[config.mk]
export PLATFORM = sky130hd
export DESIGN_NAME = bag_connectivity_witness_step_unit
export DESIGN_NICKNAME = d
export VERILOG_FILES = /design/src/rtl/bcw_pkg.sv /design/src/rtl/bcw_link_build.sv /design/src/rtl/bcw_close_stage.sv /design/src/rtl/bcw_label_pick.sv /design/src/rtl/bag_connectivity_witness_step_unit.sv
export SDC_FILE = /design/constraint.sdc
export NUM_CORES = 1
export LEC_CHECK = 0
export BUFFER_PORTS_ARGS = -buffer_cell sky130_fd_sc_hd__buf_2
export CAP_MARGIN = 30
export CORE_ASPECT_RATIO = 0.9
export CORE_UTILIZATION = 30
export CTS_BUF_LIST = sky130_fd_sc_hd__clkbuf_4
export DETAILED_ROUTE_END_ITERATION = 8
export PLACE_DENSITY = 0.5
export SLEW_MARGIN = 40
export SYNTH_ARGS = -nofsm -noshare
export SYNTH_HDL_FRONTEND = slang
export SYNTH_SLANG_ARGS = --single-unit
[constraint.sdc]
create_clock -name clk -period 4.6 [get_ports clk]
set_input_delay 0 -clock clk [delete_from_list [all_inputs] [get_ports clk]]
set_output_delay 0 -clock clk [all_outputs]
set_load 0.05 [all_outputs]
[src/rtl/bcw_pkg.sv]
// shared types and constants of the bag connectivity witness step unit
package bcw_pkg;

  localparam int SLOTS       = 8;
  localparam int SLOT_W      = 3;
  localparam int TAG_W       = 2;
  localparam int CLOSE_STEPS = $clog2(SLOTS);

  typedef logic [SLOT_W-1:0]                 slot_t;
  typedef logic [SLOTS-1:0]                  mask_t;
  typedef logic [TAG_W-1:0]                  tag_t;
  typedef logic [SLOTS*SLOT_W-1:0]           labels_t;
  // row s holds the set of slots reachable from slot s
  typedef logic [SLOTS-1:0][SLOTS-1:0]       adj_t;

  typedef enum logic [1:0] {
    MODE_ADD_VERTEX = 2'd0,
    MODE_ADD_EDGE   = 2'd1,
    MODE_FORGET     = 2'd2,
    MODE_JOIN       = 2'd3
  } mode_t;

  localparam tag_t TAG_EMPTY  = 2'd0;
  localparam tag_t TAG_LIVE   = 2'd1;
  localparam tag_t TAG_CLOSED = 2'd2;
  localparam tag_t TAG_BROKEN = 2'd3;

  typedef struct packed {
    tag_t  tag;
    mask_t mask;
    logic  bad;
    logic  forget_chk;
    slot_t slot;
    mask_t pres_old;
  } ctl_t;

endpackage

[src/rtl/bcw_link_build.sv]
// decodes one transaction into a slot link matrix and side control
module bcw_link_build (
  input  logic [1:0]       mode,
  input  bcw_pkg::slot_t   vertex_a,
  input  bcw_pkg::slot_t   vertex_b,
  input  bcw_pkg::tag_t    tag_in,
  input  bcw_pkg::mask_t   present_in,
  input  bcw_pkg::labels_t labels_in,
  input  bcw_pkg::tag_t    other_tag,
  input  bcw_pkg::mask_t   other_present,
  input  bcw_pkg::labels_t other_labels,
  output bcw_pkg::adj_t    adj,
  output bcw_pkg::ctl_t    ctl
);

  always_comb begin
    bcw_pkg::mode_t md;
    bcw_pkg::slot_t lbl;
    bcw_pkg::tag_t  jtag;
    bcw_pkg::adj_t  m;
    bcw_pkg::ctl_t  c;
    logic           a_in;
    logic           b_in;
    logic           both_empty;

    md = bcw_pkg::mode_t'(mode);
    m  = '0;
    for (int s = 0; s < bcw_pkg::SLOTS; s++) begin
      m[s][s] = 1'b1;
    end
    // links of the first witness, both ends present
    for (int s = 0; s < bcw_pkg::SLOTS; s++) begin
      lbl = labels_in[s*bcw_pkg::SLOT_W +: bcw_pkg::SLOT_W];
      if (present_in[s] && present_in[lbl]) begin
        m[s][lbl] = 1'b1;
        m[lbl][s] = 1'b1;
      end
    end

    a_in       = present_in[vertex_a];
    b_in       = present_in[vertex_b];
    both_empty = (tag_in == bcw_pkg::TAG_EMPTY) && (other_tag == bcw_pkg::TAG_EMPTY);

    if ((tag_in <= bcw_pkg::TAG_LIVE) && (other_tag <= bcw_pkg::TAG_LIVE)) begin
      jtag = bcw_pkg::TAG_LIVE;
    end else if (((tag_in == bcw_pkg::TAG_EMPTY) && (other_tag == bcw_pkg::TAG_CLOSED)) ||
                 ((tag_in == bcw_pkg::TAG_CLOSED) && (other_tag == bcw_pkg::TAG_EMPTY))) begin
      jtag = bcw_pkg::TAG_CLOSED;
    end else begin
      jtag = bcw_pkg::TAG_BROKEN;
    end

    c.tag        = tag_in;
    c.mask       = present_in;
    c.bad        = 1'b0;
    c.forget_chk = 1'b0;
    c.slot       = vertex_a;
    c.pres_old   = present_in;

    unique case (md)
      bcw_pkg::MODE_ADD_VERTEX: begin
        if (a_in) begin
          c.bad = 1'b1;
        end else begin
          c.tag  = tag_in | bcw_pkg::TAG_LIVE;
          c.mask = present_in | (bcw_pkg::mask_t'(1) << vertex_a);
        end
      end
      bcw_pkg::MODE_ADD_EDGE: begin
        if (a_in && b_in) begin
          m[vertex_a][vertex_b] = 1'b1;
          m[vertex_b][vertex_a] = 1'b1;
        end
        c.bad = a_in ^ b_in;
      end
      bcw_pkg::MODE_FORGET: begin
        if (!a_in) begin
          c.bad = 1'b1;
        end else begin
          c.mask       = present_in & ~(bcw_pkg::mask_t'(1) << vertex_a);
          c.forget_chk = (tag_in == bcw_pkg::TAG_LIVE);
        end
      end
      bcw_pkg::MODE_JOIN: begin
        if (both_empty) begin
          c.mask = '0;
          c.tag  = bcw_pkg::TAG_EMPTY;
        end else begin
          c.tag  = jtag;
          c.mask = present_in | other_present;
          // links of the second witness
          for (int s = 0; s < bcw_pkg::SLOTS; s++) begin
            lbl = other_labels[s*bcw_pkg::SLOT_W +: bcw_pkg::SLOT_W];
            if (other_present[s] && other_present[lbl]) begin
              m[s][lbl] = 1'b1;
              m[lbl][s] = 1'b1;
            end
          end
        end
      end
      default: begin
        c.bad = 1'b0;
      end
    endcase

    adj = m;
    ctl = c;
  end

endmodule

[src/rtl/bcw_close_stage.sv]
// one boolean squaring step of the reach matrix, registered with valid
module bcw_close_stage (
  input  logic          clk,
  input  logic          rst_n,
  input  logic          up_valid,
  output logic          up_ready,
  input  bcw_pkg::adj_t adj_in,
  input  bcw_pkg::ctl_t ctl_in,
  output logic          dn_valid,
  input  logic          dn_ready,
  output bcw_pkg::adj_t adj_out,
  output bcw_pkg::ctl_t ctl_out
);

  bcw_pkg::adj_t sq;
  logic          valid_r;
  bcw_pkg::adj_t adj_r;
  bcw_pkg::ctl_t ctl_r;

  // reach within twice the path length; links go both ways, so column j is row j
  always_comb begin
    sq = '0;
    for (int i = 0; i < bcw_pkg::SLOTS; i++) begin
      for (int j = 0; j < bcw_pkg::SLOTS; j++) begin
        sq[i][j] = |(adj_in[i] & adj_in[j]);
      end
    end
  end

  assign up_ready = !valid_r || dn_ready;

  always_ff @(posedge clk) begin
    if (!rst_n) begin
      valid_r <= 1'b0;
    end else if (up_ready) begin
      valid_r <= up_valid;
    end
  end

  always_ff @(posedge clk) begin
    if (up_valid && up_ready) begin
      adj_r <= sq;
      ctl_r <= ctl_in;
    end
  end

  assign dn_valid = valid_r;
  assign adj_out  = adj_r;
  assign ctl_out  = ctl_r;

endmodule

[src/rtl/bcw_label_pick.sv]
// canonical labels and final tag from the closed reach matrix
module bcw_label_pick (
  input  bcw_pkg::adj_t    reach,
  input  bcw_pkg::ctl_t    ctl,
  output bcw_pkg::tag_t    tag,
  output bcw_pkg::mask_t   present,
  output bcw_pkg::labels_t labels,
  output logic             accepting,
  output logic             bad
);

  always_comb begin
    bcw_pkg::mask_t   cand;
    bcw_pkg::mask_t   below;
    bcw_pkg::mask_t   root;
    bcw_pkg::slot_t   lbl;
    bcw_pkg::labels_t lab;
    bcw_pkg::tag_t    t;
    logic             multi;
    logic             alone;

    lab  = '0;
    root = '0;
    for (int s = 0; s < bcw_pkg::SLOTS; s++) begin
      // smallest present member of the cell
      cand = reach[s] & ctl.mask;
      lbl  = '0;
      for (int k = bcw_pkg::SLOTS - 1; k >= 0; k--) begin
        if (cand[k]) begin
          lbl = bcw_pkg::slot_t'(k);
        end
      end
      if (ctl.mask[s]) begin
        lab[s*bcw_pkg::SLOT_W +: bcw_pkg::SLOT_W] = lbl;
      end
      // cell roots before the forget
      below   = bcw_pkg::mask_t'((1 << s) - 1);
      root[s] = ctl.pres_old[s] && !(|(reach[s] & ctl.pres_old & below));
    end

    multi = |(root & (root - bcw_pkg::mask_t'(1)));
    alone = !(|(reach[ctl.slot] & ctl.pres_old & ~(bcw_pkg::mask_t'(1) << ctl.slot)));

    t = ctl.tag;
    if (ctl.forget_chk && alone) begin
      t = multi ? bcw_pkg::TAG_BROKEN : bcw_pkg::TAG_CLOSED;
    end

    tag       = t;
    present   = ctl.mask;
    labels    = lab;
    accepting = (t != bcw_pkg::TAG_BROKEN);
    bad       = ctl.bad;
  end

endmodule

[src/rtl/bag_connectivity_witness_step_unit.sv]
// an accepted transaction passes the link build register, three reach-matrix squaring
//   stages and the output register before its result shows on the result channel
// throughput: one transaction per cycle while the result channel is not stalled
// every stage holds its item under stall and takes a new one when its slot frees up
// reset: synchronous active-low rst_n clears all stage valids; no clearing pass
module bag_connectivity_witness_step_unit (
  input  logic                   clk,
  input  logic                   rst_n,
  // input channel
  input  logic                   in_valid,
  output logic                   in_stall,
  input  logic [1:0]             in_mode,
  input  logic [2:0]             in_vertex_a,
  input  logic [2:0]             in_vertex_b,
  input  logic [1:0]             in_tag_in,
  input  logic [7:0]             in_present_in,
  input  logic [23:0]            in_labels_in,
  input  logic [1:0]             in_other_tag,
  input  logic [7:0]             in_other_present,
  input  logic [23:0]            in_other_labels,
  // result channel
  output logic                   out_valid,
  input  logic                   out_stall,
  output logic [1:0]             out_tag_out,
  output logic [7:0]             out_present_out,
  output logic [23:0]            out_labels_out,
  output logic                   out_accepting,
  output logic                   out_bad_vertex
);

  localparam int STEPS = bcw_pkg::CLOSE_STEPS;

  // link build output, combinational from the input ports
  bcw_pkg::adj_t    lb_adj;
  bcw_pkg::ctl_t    lb_ctl;

  // first register stage: link matrix and control of the transaction
  logic             s1_valid_r;
  bcw_pkg::adj_t    s1_adj_r;
  bcw_pkg::ctl_t    s1_ctl_r;
  logic             s1_ready;

  // squaring chain; index 0 is fed by the first stage
  logic             ch_valid [STEPS+1];
  logic             ch_ready [STEPS+1];
  bcw_pkg::adj_t    ch_adj   [STEPS+1];
  bcw_pkg::ctl_t    ch_ctl   [STEPS+1];

  // label pick, combinational on the closed matrix
  bcw_pkg::tag_t    lp_tag;
  bcw_pkg::mask_t   lp_present;
  bcw_pkg::labels_t lp_labels;
  logic             lp_accepting;
  logic             lp_bad;

  // output register
  logic             out_valid_r;
  bcw_pkg::tag_t    out_tag_r;
  bcw_pkg::mask_t   out_present_r;
  bcw_pkg::labels_t out_labels_r;
  logic             out_accepting_r;
  logic             out_bad_r;
  logic             out_load;

  bcw_link_build u_link_build (
    .mode          (in_mode),
    .vertex_a      (in_vertex_a),
    .vertex_b      (in_vertex_b),
    .tag_in        (in_tag_in),
    .present_in    (in_present_in),
    .labels_in     (in_labels_in),
    .other_tag     (in_other_tag),
    .other_present (in_other_present),
    .other_labels  (in_other_labels),
    .adj           (lb_adj),
    .ctl           (lb_ctl)
  );

  // a stage takes a new transaction when empty or when its content moves on
  assign s1_ready = !s1_valid_r || ch_ready[0];
  assign in_stall = !s1_ready;

  always_ff @(posedge clk) begin
    if (!rst_n) begin
      s1_valid_r <= 1'b0;
    end else if (s1_ready) begin
      s1_valid_r <= in_valid;
    end
  end

  always_ff @(posedge clk) begin
    if (in_valid && s1_ready) begin
      s1_adj_r <= lb_adj;
      s1_ctl_r <= lb_ctl;
    end
  end

  assign ch_valid[0] = s1_valid_r;
  assign ch_adj[0]   = s1_adj_r;
  assign ch_ctl[0]   = s1_ctl_r;

  // each squaring doubles the covered path length; three reach all slots
  for (genvar g = 0; g < STEPS; g++) begin : g_close
    bcw_close_stage u_close_stage (
      .clk      (clk),
      .rst_n    (rst_n),
      .up_valid (ch_valid[g]),
      .up_ready (ch_ready[g]),
      .adj_in   (ch_adj[g]),
      .ctl_in   (ch_ctl[g]),
      .dn_valid (ch_valid[g+1]),
      .dn_ready (ch_ready[g+1]),
      .adj_out  (ch_adj[g+1]),
      .ctl_out  (ch_ctl[g+1])
    );
  end

  bcw_label_pick u_label_pick (
    .reach     (ch_adj[STEPS]),
    .ctl       (ch_ctl[STEPS]),
    .tag       (lp_tag),
    .present   (lp_present),
    .labels    (lp_labels),
    .accepting (lp_accepting),
    .bad       (lp_bad)
  );

  // output register frees up as soon as the held result is taken
  assign ch_ready[STEPS] = !out_valid_r || !out_stall;
  assign out_load        = ch_valid[STEPS] && ch_ready[STEPS];

  always_ff @(posedge clk) begin
    if (!rst_n) begin
      out_valid_r <= 1'b0;
    end else if (ch_ready[STEPS]) begin
      out_valid_r <= ch_valid[STEPS];
    end
  end

  always_ff @(posedge clk) begin
    if (out_load) begin
      out_tag_r       <= lp_tag;
      out_present_r   <= lp_present;
      out_labels_r    <= lp_labels;
      out_accepting_r <= lp_accepting;
      out_bad_r       <= lp_bad;
    end
  end

  assign out_valid       = out_valid_r;
  assign out_tag_out     = out_tag_r;
  assign out_present_out = out_present_r;
  assign out_labels_out  = out_labels_r;
  assign out_accepting   = out_accepting_r;
  assign out_bad_vertex  = out_bad_r;

endmodule

Word level (Yosys, flattened, before mapping)
Cells that the tools add are included.
W data, S select, Z words.
{"block": "totals", "input_bits": 80, "output_inout_bits": 38, "word_cells": 739, "regBits": 389}
{"block": "classes", "eq_ne": 7, "muxes": 211, "add_sub_neg": 1, "n_bitwise": 173, "n_reduce_logical": 217, "shifts": 2, "magnitude_cmp": 39}
{"cell": "$mux W64", "count": 32}
{"cell": "$or A64 B64 Y64", "count": 18}
{"cell": "$and A8 B8 Y8", "count": 120}
{"cell": "$reduce_or A8 Y1", "count": 110}
{"cell": "$demux W8 S3", "count": 18}
{"cell": "$or A8 B8 Y8", "count": 17}
{"cell": "$pmux W64 S2", "count": 1}
{"cell": "$mux W3", "count": 34}
{"cell": "$lt A3 B4 Y1 const B", "count": 19}
{"cell": "$bmux W1 S3", "count": 18}
{"cell": "$demux W1 S3", "count": 18}
{"cell": "$ge A3 B1 Y1 const B", "count": 18}
{"cell": "$logic_and A1 B1 Y1", "count": 52}
{"cell": "$mux W1", "count": 50}
{"cell": "$mux W8", "count": 6}
{"cell": "$reduce_or A5 Y1", "count": 9}
{"cell": "$mux W2", "count": 20}
{"cell": "$reduce_or A3 Y1", "count": 9}
{"cell": "$bmux W8 S3", "count": 1}
{"cell": "$pmux W8 S3", "count": 1}
{"cell": "$reduce_or A2 Y1", "count": 9}
{"cell": "$not A8 Y8", "count": 2}
{"cell": "$shl A1 B3 Y8 const A", "count": 2}
{"cell": "$logic_not A1 Y1", "count": 15}
{"cell": "28 further kinds", "count": 51}

Depth between registers and ports, before layout
Gate-level depths: netlist of the first run.
{"block": "depth", "ltp_word": 67, "mapped_depth": 15, "mapped_depth_nobuf": 13}

By module
Synthesis of the first run repeated with hierarchy kept, for this count alone.
{"block": "hier_totals", "cells_unflattened": 1832, "hier_area_um2": 19711.4}
{"module": "bcw_close_stage", "area_per_inst_um2": 3703.6, "seq_area_each_um2": 1791.7, "cells_each": 320, "instances": 3}
{"module": "bag_connectivity_witness_step_unit", "area_per_inst_um2": 3782.4, "seq_area_each_um2": 3733.6, "cells_each": 132, "instances": 1}
{"module": "bcw_link_build", "area_per_inst_um2": 3168.0, "seq_area_each_um2": 0.0, "cells_each": 483, "instances": 1}
{"module": "bcw_label_pick", "area_per_inst_um2": 1650.3, "seq_area_each_um2": 0.0, "cells_each": 257, "instances": 1}

Worst setup path after synthesis of the first run
OpenSTA, ideal clock, no wires.
{"block": "synth_path", "path_type": "register to register", "start": "register out_valid_r, in the netlist out_valid", "end": "register s1_adj_r (netlist bit ch_adj[193]) (enable)", "t_required_ps": 4076, "slack_ps": -660, "n_path_buf": 0, "synth_period_minus_slack_ps": 5260, "path_stages_with_launch": 4, "arrival_ps": 4736, "setup_ps": 524, "cell_sequence": "dfxtp_1 -> and4_1 -> and3_1 -> nor2b_1"}
{"block": "synth_via", "elab_chain_len": 7}
{"item": "start, declared", "line_no": "bag_connectivity_witness_step_unit.sv:57", "text": "logic out_valid_r;"}
{"item": "start signal, assigned", "line_no": "bag_connectivity_witness_step_unit.sv:136", "text": "out_valid_r <= ch_valid[STEPS];"}
{"item": "$logic_not A1 Y1", "line_no": "bag_connectivity_witness_step_unit.sv:129", "text": "assign ch_ready[STEPS] = !out_valid_r || !out_stall;"}
{"item": "$logic_or A1 B1 Y1", "line_no": "bag_connectivity_witness_step_unit.sv:129"}
{"item": "$logic_or A1 B1 Y1 (3 in a row)", "line_no": "bcw_close_stage.sv:30", "text": "assign up_ready = !valid_r || dn_ready;"}
{"item": "$logic_or A1 B1 Y1", "line_no": "bag_connectivity_witness_step_unit.sv:80", "text": "assign s1_ready = !s1_valid_r || ch_ready[0];"}
{"item": "$logic_and A1 B1 Y1", "line_no": "bag_connectivity_witness_step_unit.sv:92", "text": "if (in_valid && s1_ready) begin"}
{"item": "end signal, assigned", "line_no": "bag_connectivity_witness_step_unit.sv:93", "text": "s1_adj_r <= lb_adj;"}
{"item": "end, declared", "line_no": "bag_connectivity_witness_step_unit.sv:39", "text": "bcw_pkg::adj_t s1_adj_r;"}
No other way between the ends.
A chain may end at the register's enable or synchronous reset.

==> summary.md, run 1 <==
| Metric | Value |
|---|---|
| Max Root-Sink Buffers | `3` |
| Area of the multi-input gates | `6500 µm²` |
| Required @ worst endpoint | `5040 ps` |
| Relative slew slack | `0.489` |
| Final critical path time including I/O delays and setup | `4260 ps` |
| Vias post-DR | `13700` |
| Top FF cell, synth | `edfxtp_1` |
| Fraction of layout cells with a size suffix above 1 | `0.159` |
| Rows | `77` |
| RSZ-0062 raised after global routing | `false` |
| Congestion Overflow GR | `0` |
| Mapped Cells | `1360` |
| DP Area | `16000 µm²` |
| CP max FO | `22` |
| CP most frequent cell | `dlygate4sd3_1` |
| WL per Instance | `roughly 24 µm` |
| Routed WL | `about 53000 µm` |
| CTS tree | `done` |
| Initial antenna violation count | `1` |
| Failing checks | `design-rule violations` |
| # nets final | `1637` |
| Critical path arrival | `4700 ps` |
| Cell Chain, Critical Path | `dlygate4sd3_1 -> buf_2 -> mux4_2 -> mux2i_1 -> inv_1 -> ha_1 -> and2_1 -> nand3_1 -> nor3_1 -> a41oi_1 -> dlygate4sd3_1 -> o31ai_1 -> dlygate4sd3_1 -> or3_1 -> dlygate4sd3_1` |
| Via-to-Cell Ratio | `6.14` |
| Hold-fix buffers, CTS | `112` |
| Slowest cell on crit path | `dlygate4sd3_1` |
| H-tree lvl count | `3` |
| Synthesized area | `around 15000 µm²` |
| Family with the most delay on the worst path | `buffers and inverters` |
| Hpwl dp | `36700 µm` |
| Worst skew pair latency | `700 ps` |
| Max Cap Violations | `0` |
| Final period utilization | `0.926` |
| Area leader, netlist | `edfxtp_1` |
| Worst Tran Pin Value | `766 ps` |
| Register bit count reported by yosys | `266` |
| Setup crit end kind | `flop` |
| Antenna Nets Post-Route | `0` |
| Clock slew at the register clock pins of the worst setup and hold paths | `about 70 ps` |
| Post-CTS setup buffer count | `0` |
| WP buf/inv | `6` |
| CTS-repair resized insts | `0` |
| Placer Congestion | `roughly 0.96` |
| Cell variety after synth | `76` |
| Starting Density | `0.304` |
| Count leader, synth | `edfxtp_1` |
| Maximum vdd drop | `0.130 mV` |
| P_leak | `5.59 nW` |
| DR iter-0 viols | `2271` |
| Worst Hold Class | `in2reg` |
| CTS sink cnt | `266` |
| Crit Path Class | `in2reg` |
| Ports | `118` |
| Slowest stage delay, CP | `570 ps` |
| Fin. Hold Viols | `0` |
| Worst hold stages | `3` |
| Power density cells | `297 nW/µm²` |
| Placed cells | `1999` |
| First-pass GRT wire length | `80500 µm` |
| Yosys Warn Count | `0` |
| Final Non-Filler Cells | `2222` |
| Global Route Usage Sum | `0.206` |
| Chip Height | `214 µm` |
| Register area share after synthesis | `0.531` |
| DRC violations left | `17` |
| Final Setup Violations | `0` |
| Status | `finished, violations left` |
| P&R area growth vs syn | `19.8%` |
| Clk root buf | `clkbuf_4` |
| DIE WIDTH | `237 µm` |
| Setup TNS | `0 ps` |
| Pre-CTS setup slack | `1730 ps` |
| Critical Path Source Type | `input port` |
| Critical path depth in cells | `15` |
| Input/output buffers | `110` |
| Die footprint | `50700 µm²` |
| Synth top area cells | `edfxtp_1, a222oi_1, a22oi_1` |
| Vias in the first global route | `12900` |
| FMAX | `235 MHz` |
| Worst-case reg-to-reg path depth | `8` |
| FF+latch area | `7940 µm²` |
| Final hold slack | `slightly below 60 ps` |
| Largest net degree at the start of global routing | `80` |
| 1st-pass router iterations | `9` |
| Yosys top cell area share | `0.524` |
| Most frequent cells after synthesis | `edfxtp_1, nand3_1, nand2_1, a22oi_1, clkbuf_1` |
| EDFF count, synth | `261` |
| Filler instances | `just under 5000` |
| Final worst slack | `341 ps` |
| Worst clock skew | `46.9 ps` |
| Max-slew violations | `0` |
| TritonCTS buffer count | `70` |
| Avg Inst Size Synth | `~11 µm²` |
| Post-route cell area | `17900 µm²` |
| Core area | `49100 µm²` |
| Post-synth ARST share | `0` |
-- final cells by class --
type                    count  share of cell area
well taps                 632              0.0442
clock inverters            20             0.00769
repair buffers            235               0.100
clock buffers              89              0.0373
multi-input cells         957               0.363
diodes                      1            0.000140
flip-flops and latches    266               0.443
inverters                  22             0.00461
-- path summary, 6_finish.rpt --
| path | from | to | slack, ps |
|---|---|---|---|
| min | in_labels_in[17] | ch_adj[235] | 60 |
| max | in_vertex_a[0] | ch_adj[254] | 340 |
| min reg2reg | ch_ctl[73] | g_close[0].u_close_stage.ctl_out[4] | 400 |
| max reg2reg | g_close[2].u_close_stage.ctl_out[8] | out_tag_out[0] | 1930 |
-- where the power goes --
group	switching (W)	internal [W]	leakage [nW]
clock network	0.000902	0.00101	0.473
registers	0.000128	0.00274	2.24
logic	0.000319	0.000216	2.89
-- cells by family after synthesis --
kind of cell,synth area share
adders and majority gates,0.00486
and+or+nand+nor,0.145
other,0.000251
muxes,0.0395
DFF,0.531
AOI/OAI and AO/OA,0.238
xor gates and xnor gates,0.00176
buffers and inverters,0.0392
-- stage by stage --
stage,power [W],utilization
3_5_place_dp,0.00337,0.325
5_1_grt,0.00554,0.364
4_1_cts,0.00537,0.364
6_report,0.00531,0.364
3_3_place_gp,0.00337,0.324
2_1_floorplan,0.00315,-
-- worst min-delay path, cell delays in order --
cell      delay, ps
buf_2           130
o31a_1          360
o311ai_0        120
-- layout by cell type, fill, tap and decap left out, drive strengths merged, types with 6 or more instances in the layout --
cell / count
or3: 6
o211ai: 9
a211oi: 31
nor2b: 34
dlygate4sd3: 112
and3: 7
conb: 7
inv: 24
nor3: 16
a221o: 10
a21oi: 89
buf: 123
nand4: 20
a31oi: 15
a32o: 9
o311ai: 6
mux2i: 20
nand2b: 10
o21ai: 35
o221ai: 6
nand3: 128
o22ai: 7
mux2: 10
mux4: 12
a221oi: 8
a222oi: 87
clkinv: 14
and2: 10
nor4: 6
nand2: 102
nand3b: 9
edfxtp: 261
nor2: 59
clkbuf: 89
a32oi: 10
a22oi: 96
-- registers in the layout, summed over array words and instances, names as in the netlist, 2 cells and up --
name,count
ch_ctl,23
out_present_out,8
ch_adj,56
g_close.u_close_stage.dn_valid,3
g_close.u_close_stage.ctl_out,69
g_close.u_close_stage.adj_out,84
out_tag_out,2
out_labels_out,17
-- layer usage --
metal	part of all wire	vias to the layer above	track usage	wire length, µm
met2	0.45	901	0.324	23900
met5	0	-	0	0
li1	-	6065	-	-
met1	0.43	6583	0.288	22800
met3	0.085	105	0.0322	4490
met4	0.030	0	0.0759	1590
(Power assumes the default switching activity.)
==> run 2, diff against run 1 <==
--- a/config.mk
+++ b/config.mk
@@ -12,7 +12,9 @@
 export CTS_BUF_LIST = sky130_fd_sc_hd__clkbuf_4
 export DETAILED_ROUTE_END_ITERATION = 8
 export PLACE_DENSITY = 0.5
+export SKIP_LAST_GASP = 1
 export SLEW_MARGIN = 40
 export SYNTH_ARGS = -nofsm -noshare
 export SYNTH_HDL_FRONTEND = slang
+export SYNTH_HIERARCHICAL = 1
 export SYNTH_SLANG_ARGS = --single-unit
==> run 2 against run 1 <==
Compared with the run above:
- maximum frequency grew 28%
- setup slack gained 930 ps
- sequential power increased by 17%
- the run now ends clean
- clock-buffer cell count rose by 23
- largest cell class unchanged
- final cell count grew 24%
- sequential share of layout area decreased by 2.5 points
- combinational power is 15% higher
- first-iteration DRC count increased by 18%
- flip-flop and latch count is 39 higher
- via count increased by 24%
- largest power group unchanged
- design area rose by 22%
==> summary.md, run 2 <==
| Metric | Value |
|---|---|
| Post-synthesis compound-gate area fraction | `0.220 (-0.0187)` |
| Power density cells | `295 nW/µm² (-0.59%)` |
| Global Route Usage Sum | `0.198 (-0.00845)` |
| Worst clock skew | `69.0 ps (+22.1 ps)` |
| Crit Path Class | `in2reg` |
| CTS-repair resized insts | `0 (unchanged)` |
| Starting Density | `0.305 (+0.00130)` |
| Yosys top cell area share | `0.457 (-0.0673)` |
| Required @ worst endpoint | `5120 ps (+80 ps)` |
| Slowest stage delay, CP | `590 ps (+20 ps)` |
| Top FF cell, synth | `edfxtp_1` |
| Max Root-Sink Buffers | `3 (unchanged)` |
| Via-to-Cell Ratio | `6.11 (-0.60%)` |
| Placer Congestion | `0.878 (-8.1%)` |
| Yosys Warn Count | `6 (+6)` |
| Ports | `118 (unchanged)` |
| Post-synth ARST share | `0 (unchanged)` |
| Max FFs per register | `108 (+29%)` |
| CTS sink cnt | `305 (+15%)` |
| Register bit count reported by yosys | `305 (+15%)` |
| Avg Inst Size Synth | `10.8 µm² (-2.1%)` |
| Worst skew pair latency | `830 ps (+130 ps)` |
| First-pass GRT wire length | `101000 µm (+26%)` |
| Register area share after synthesis | `0.462 (-0.0690)` |
| Area leader, netlist | `edfxtp_1` |
| Synthesized area | `19700 µm² (+32%)` |
| Most common cell after layout, fill and taps aside | `a22oi_1` |
| Combinational family with the most area after synthesis | `compound AO/OA/AOI/OAI gates` |
| Simple-gate area share of the yosys netlist | `0.162 (+0.0174)` |
| P&R area growth vs syn | `10.6%` |
| RSZ-0062 raised after global routing | `false` |
| Mapped Cells | `1832 (+35%)` |
| Worst Tran Pin Value | `812 ps (+45.3 ps)` |
| DIE WIDTH | `272 µm (+15%)` |
| Critical path arrival | `3850 ps (-850 ps)` |
| EDFF count, synth | `300 (+15%)` |
| Final Setup Violations | `0 (unchanged)` |
| WL per Instance | `24.6 µm (+3.4%)` |
| Cell Chain, Critical Path | `dlygate4sd3_1 -> buf_2 -> mux4_2 -> mux2i_2 -> inv_1 -> ha_1 -> nand2_1 -> nor2_1 -> a32oi_1 -> o311ai_0 -> dlygate4sd3_1` |
| Max layer used | `met4` |
| Worst hold stages | `4 (+1)` |
| CTS tree | `done` |
| Worst-case reg-to-reg path depth | `5 (-3)` |
| Total power | `0.00643 W (+21%)` |
| P_leak | `6.80 nW (+22%)` |
| Fin. Hold Viols | `0 (unchanged)` |
| Status | `complete, no violations` |
| Max Cap Violations | `0 (unchanged)` |
| CP most frequent cell | `dlygate4sd3_1` |
| Rows | `88 (+14%)` |
| Mux share of post-synthesis cell area | `0.0260 (-0.0135)` |
| Final critical path time including I/O delays and setup | `3330 ps (-931 ps)` |
| Vias in the first global route | `16000 (+24%)` |
| Clock slew at the register clock pins of the worst setup and hold paths | `70 ps (about the same)` |
| # nets final | `1928 (+18%)` |
| Clk root buf | `clkbuf_4` |
| Slowest cell on crit path | `dlygate4sd3_1` |
| Worst Hold Class | `in2reg` |
| Core area | `64500 µm² (+31%)` |
| Adder-Cell Fraction of Synth Area | `0.00368 (-0.00117)` |
| Routed WL | `67900 µm (+29%)` |
| Max-slew violations | `0 (unchanged)` |
| Fraction of layout cells with a size suffix above 1 | `0.180 (+0.0209)` |
| Most frequent cells in the layout | `a22oi_1, edfxtp_1, dlygate4sd3_1` |
| Maximum vdd drop | `0.128 mV (-1.1%)` |
| Setup TNS | `0 ps (unchanged)` |
| Die footprint | `66700 µm² (+32%)` |
| Largest net degree at the start of global routing | `60 (-25%)` |
| Setup crit end kind | `flop` |
| Initial antenna violation count | `1 (unchanged)` |
| Relative slew slack | `0.457 (-0.0320)` |
| WL met3 | `6190 µm (+38%)` |
| Critical Path Source Type | `input port` |
| Filler instances | `6534 (+34%)` |
| DR iter-0 viols | `2682 (+18%)` |
| Synth top area cells | `edfxtp_1, a22oi_1, buf_4` |
| Final period utilization | `0.724 (-0.202)` |
| CP max FO | `27 (+23%)` |
| Met2 wire length | `30500 µm (+28%)` |
| Cell variety after synth | `84 (+11%)` |
| Xor/xnor share of the synthesized area | `0.00133 (-0.000425)` |
| 1st-pass router iterations | `7 (-2)` |
| DRC violations left | `0 (-17)` |
| Post-CTS setup buffer count | `0 (unchanged)` |
| FMAX | `300 MHz (+28%)` |
| Congestion Overflow GR | `0 (unchanged)` |
| Count leader, synth | `a22oi_1` |
| Most frequent cells after synthesis | `a22oi_1, edfxtp_1, buf_2, nand2_1, buf_4` |
| TritonCTS buffer count | `82 (+17%)` |
| Hpwl dp | `44500 µm (+21%)` |
| H-tree lvl count | `3 (unchanged)` |
| M1 WL | `29200 µm (+28%)` |
| Vias post-DR | `16900 (+24%)` |
| Input/output buffers | `117 (+6.4%)` |
| Chip Height | `245 µm (+15%)` |
| Antenna Nets Post-Route | `0 (unchanged)` |
| Final hold slack | `110 ps (+50.7 ps)` |
[run 2: changes by cell type after synthesis, sizes merged, moves of 39 or more]
cell,before,now
a22oi,96,354
buf,26,319
nand4,20,116
edfxtp,261,300
nor4,6,52
nand3,128,47
clkbuf,95,44
a21oi,89,45
a222oi,87,3
[run 2: path summary, 6_finish.rpt]
kind / start / to / slack [ps]
worst min register to register: g_close[1].u_close_stage/ctl_out[10] / g_close[2].u_close_stage/ctl_out[10] / 390
worst max-delay path: in_vertex_a[0] / ch_adj[207] / 1270
worst max register to register: g_close[2].u_close_stage/ctl_out[8] / out_tag_out[0] / 1880
worst min-delay path: in_labels_in[16] / ch_adj[236] / 110
[run 2: final cells by class]
type                    instances  area, µm²  area share
multi-input cells            1146       8190       0.376
repair buffers                283       2260       0.104
inverters                      25       93.8     0.00430
clock buffers                 112        841      0.0386
diodes                          2       5.00    0.000230
clock inverters                34        233      0.0107
well taps                     855       1070      0.0491
flip-flops and latches        305       9110       0.418
[run 2: per-stage QoR]
step | cells | area (µm²) | utilization | setup slack [ps]
3_3_place_gp | 2456 | 19100 | 0.296 | 1600
5_1_grt | 2761 | 21800 | 0.338 | 1120
2_1_floorplan | 1839 | 19700 | - | 773
4_1_cts | 2758 | 21800 | 0.337 | 1460
6_report | 2762 | 21800 | 0.338 | 1270
3_5_place_dp | 2457 | 19100 | 0.297 | 1580
[run 2: critical path, delay by kind of cell]
family | cells | cell delay [ps]
buffers and inverters | 4 | 1740
AO/OA/AOI/OAI | 2 | 570
AND/OR/NAND/NOR | 2 | 430
multiplexers | 2 | 850
adder cells (fa/ha/maj) | 1 | 220
[run 2: layer usage]
layer,track usage,vias to the layer above
met1,0.276,8423
met3,0.0397,154
met2,0.303,1043
met4,0.0696,0
met5,0,-
li1,-,7251
[run 2: timing repair]
action                     in CTS  in global routing
hold endpoints to repair      166                  0
hold buffers                  155                  0
setup endpoints to repair       0                  0
[run 2: cell families (layout without fill, tap and decap cells)]
group,count (synthesis),in the layout
DFF,305,305
muxes,36,36
and+or+nand+nor,511,511
buffers and inverters,388,454
other,1,10
xor gates and xnor gates,3,3
adders and majority gates,6,6
AOI/OAI and AO/OA,582,582
[run 2: where the power goes]
group	total, W	switching [W]	internal, W	leakage (nW)
logic	0.000614	0.000342	0.000273	3.65
registers	0.00335	0.000202	0.00315	2.52
clock network	0.00246	0.00119	0.00127	0.640
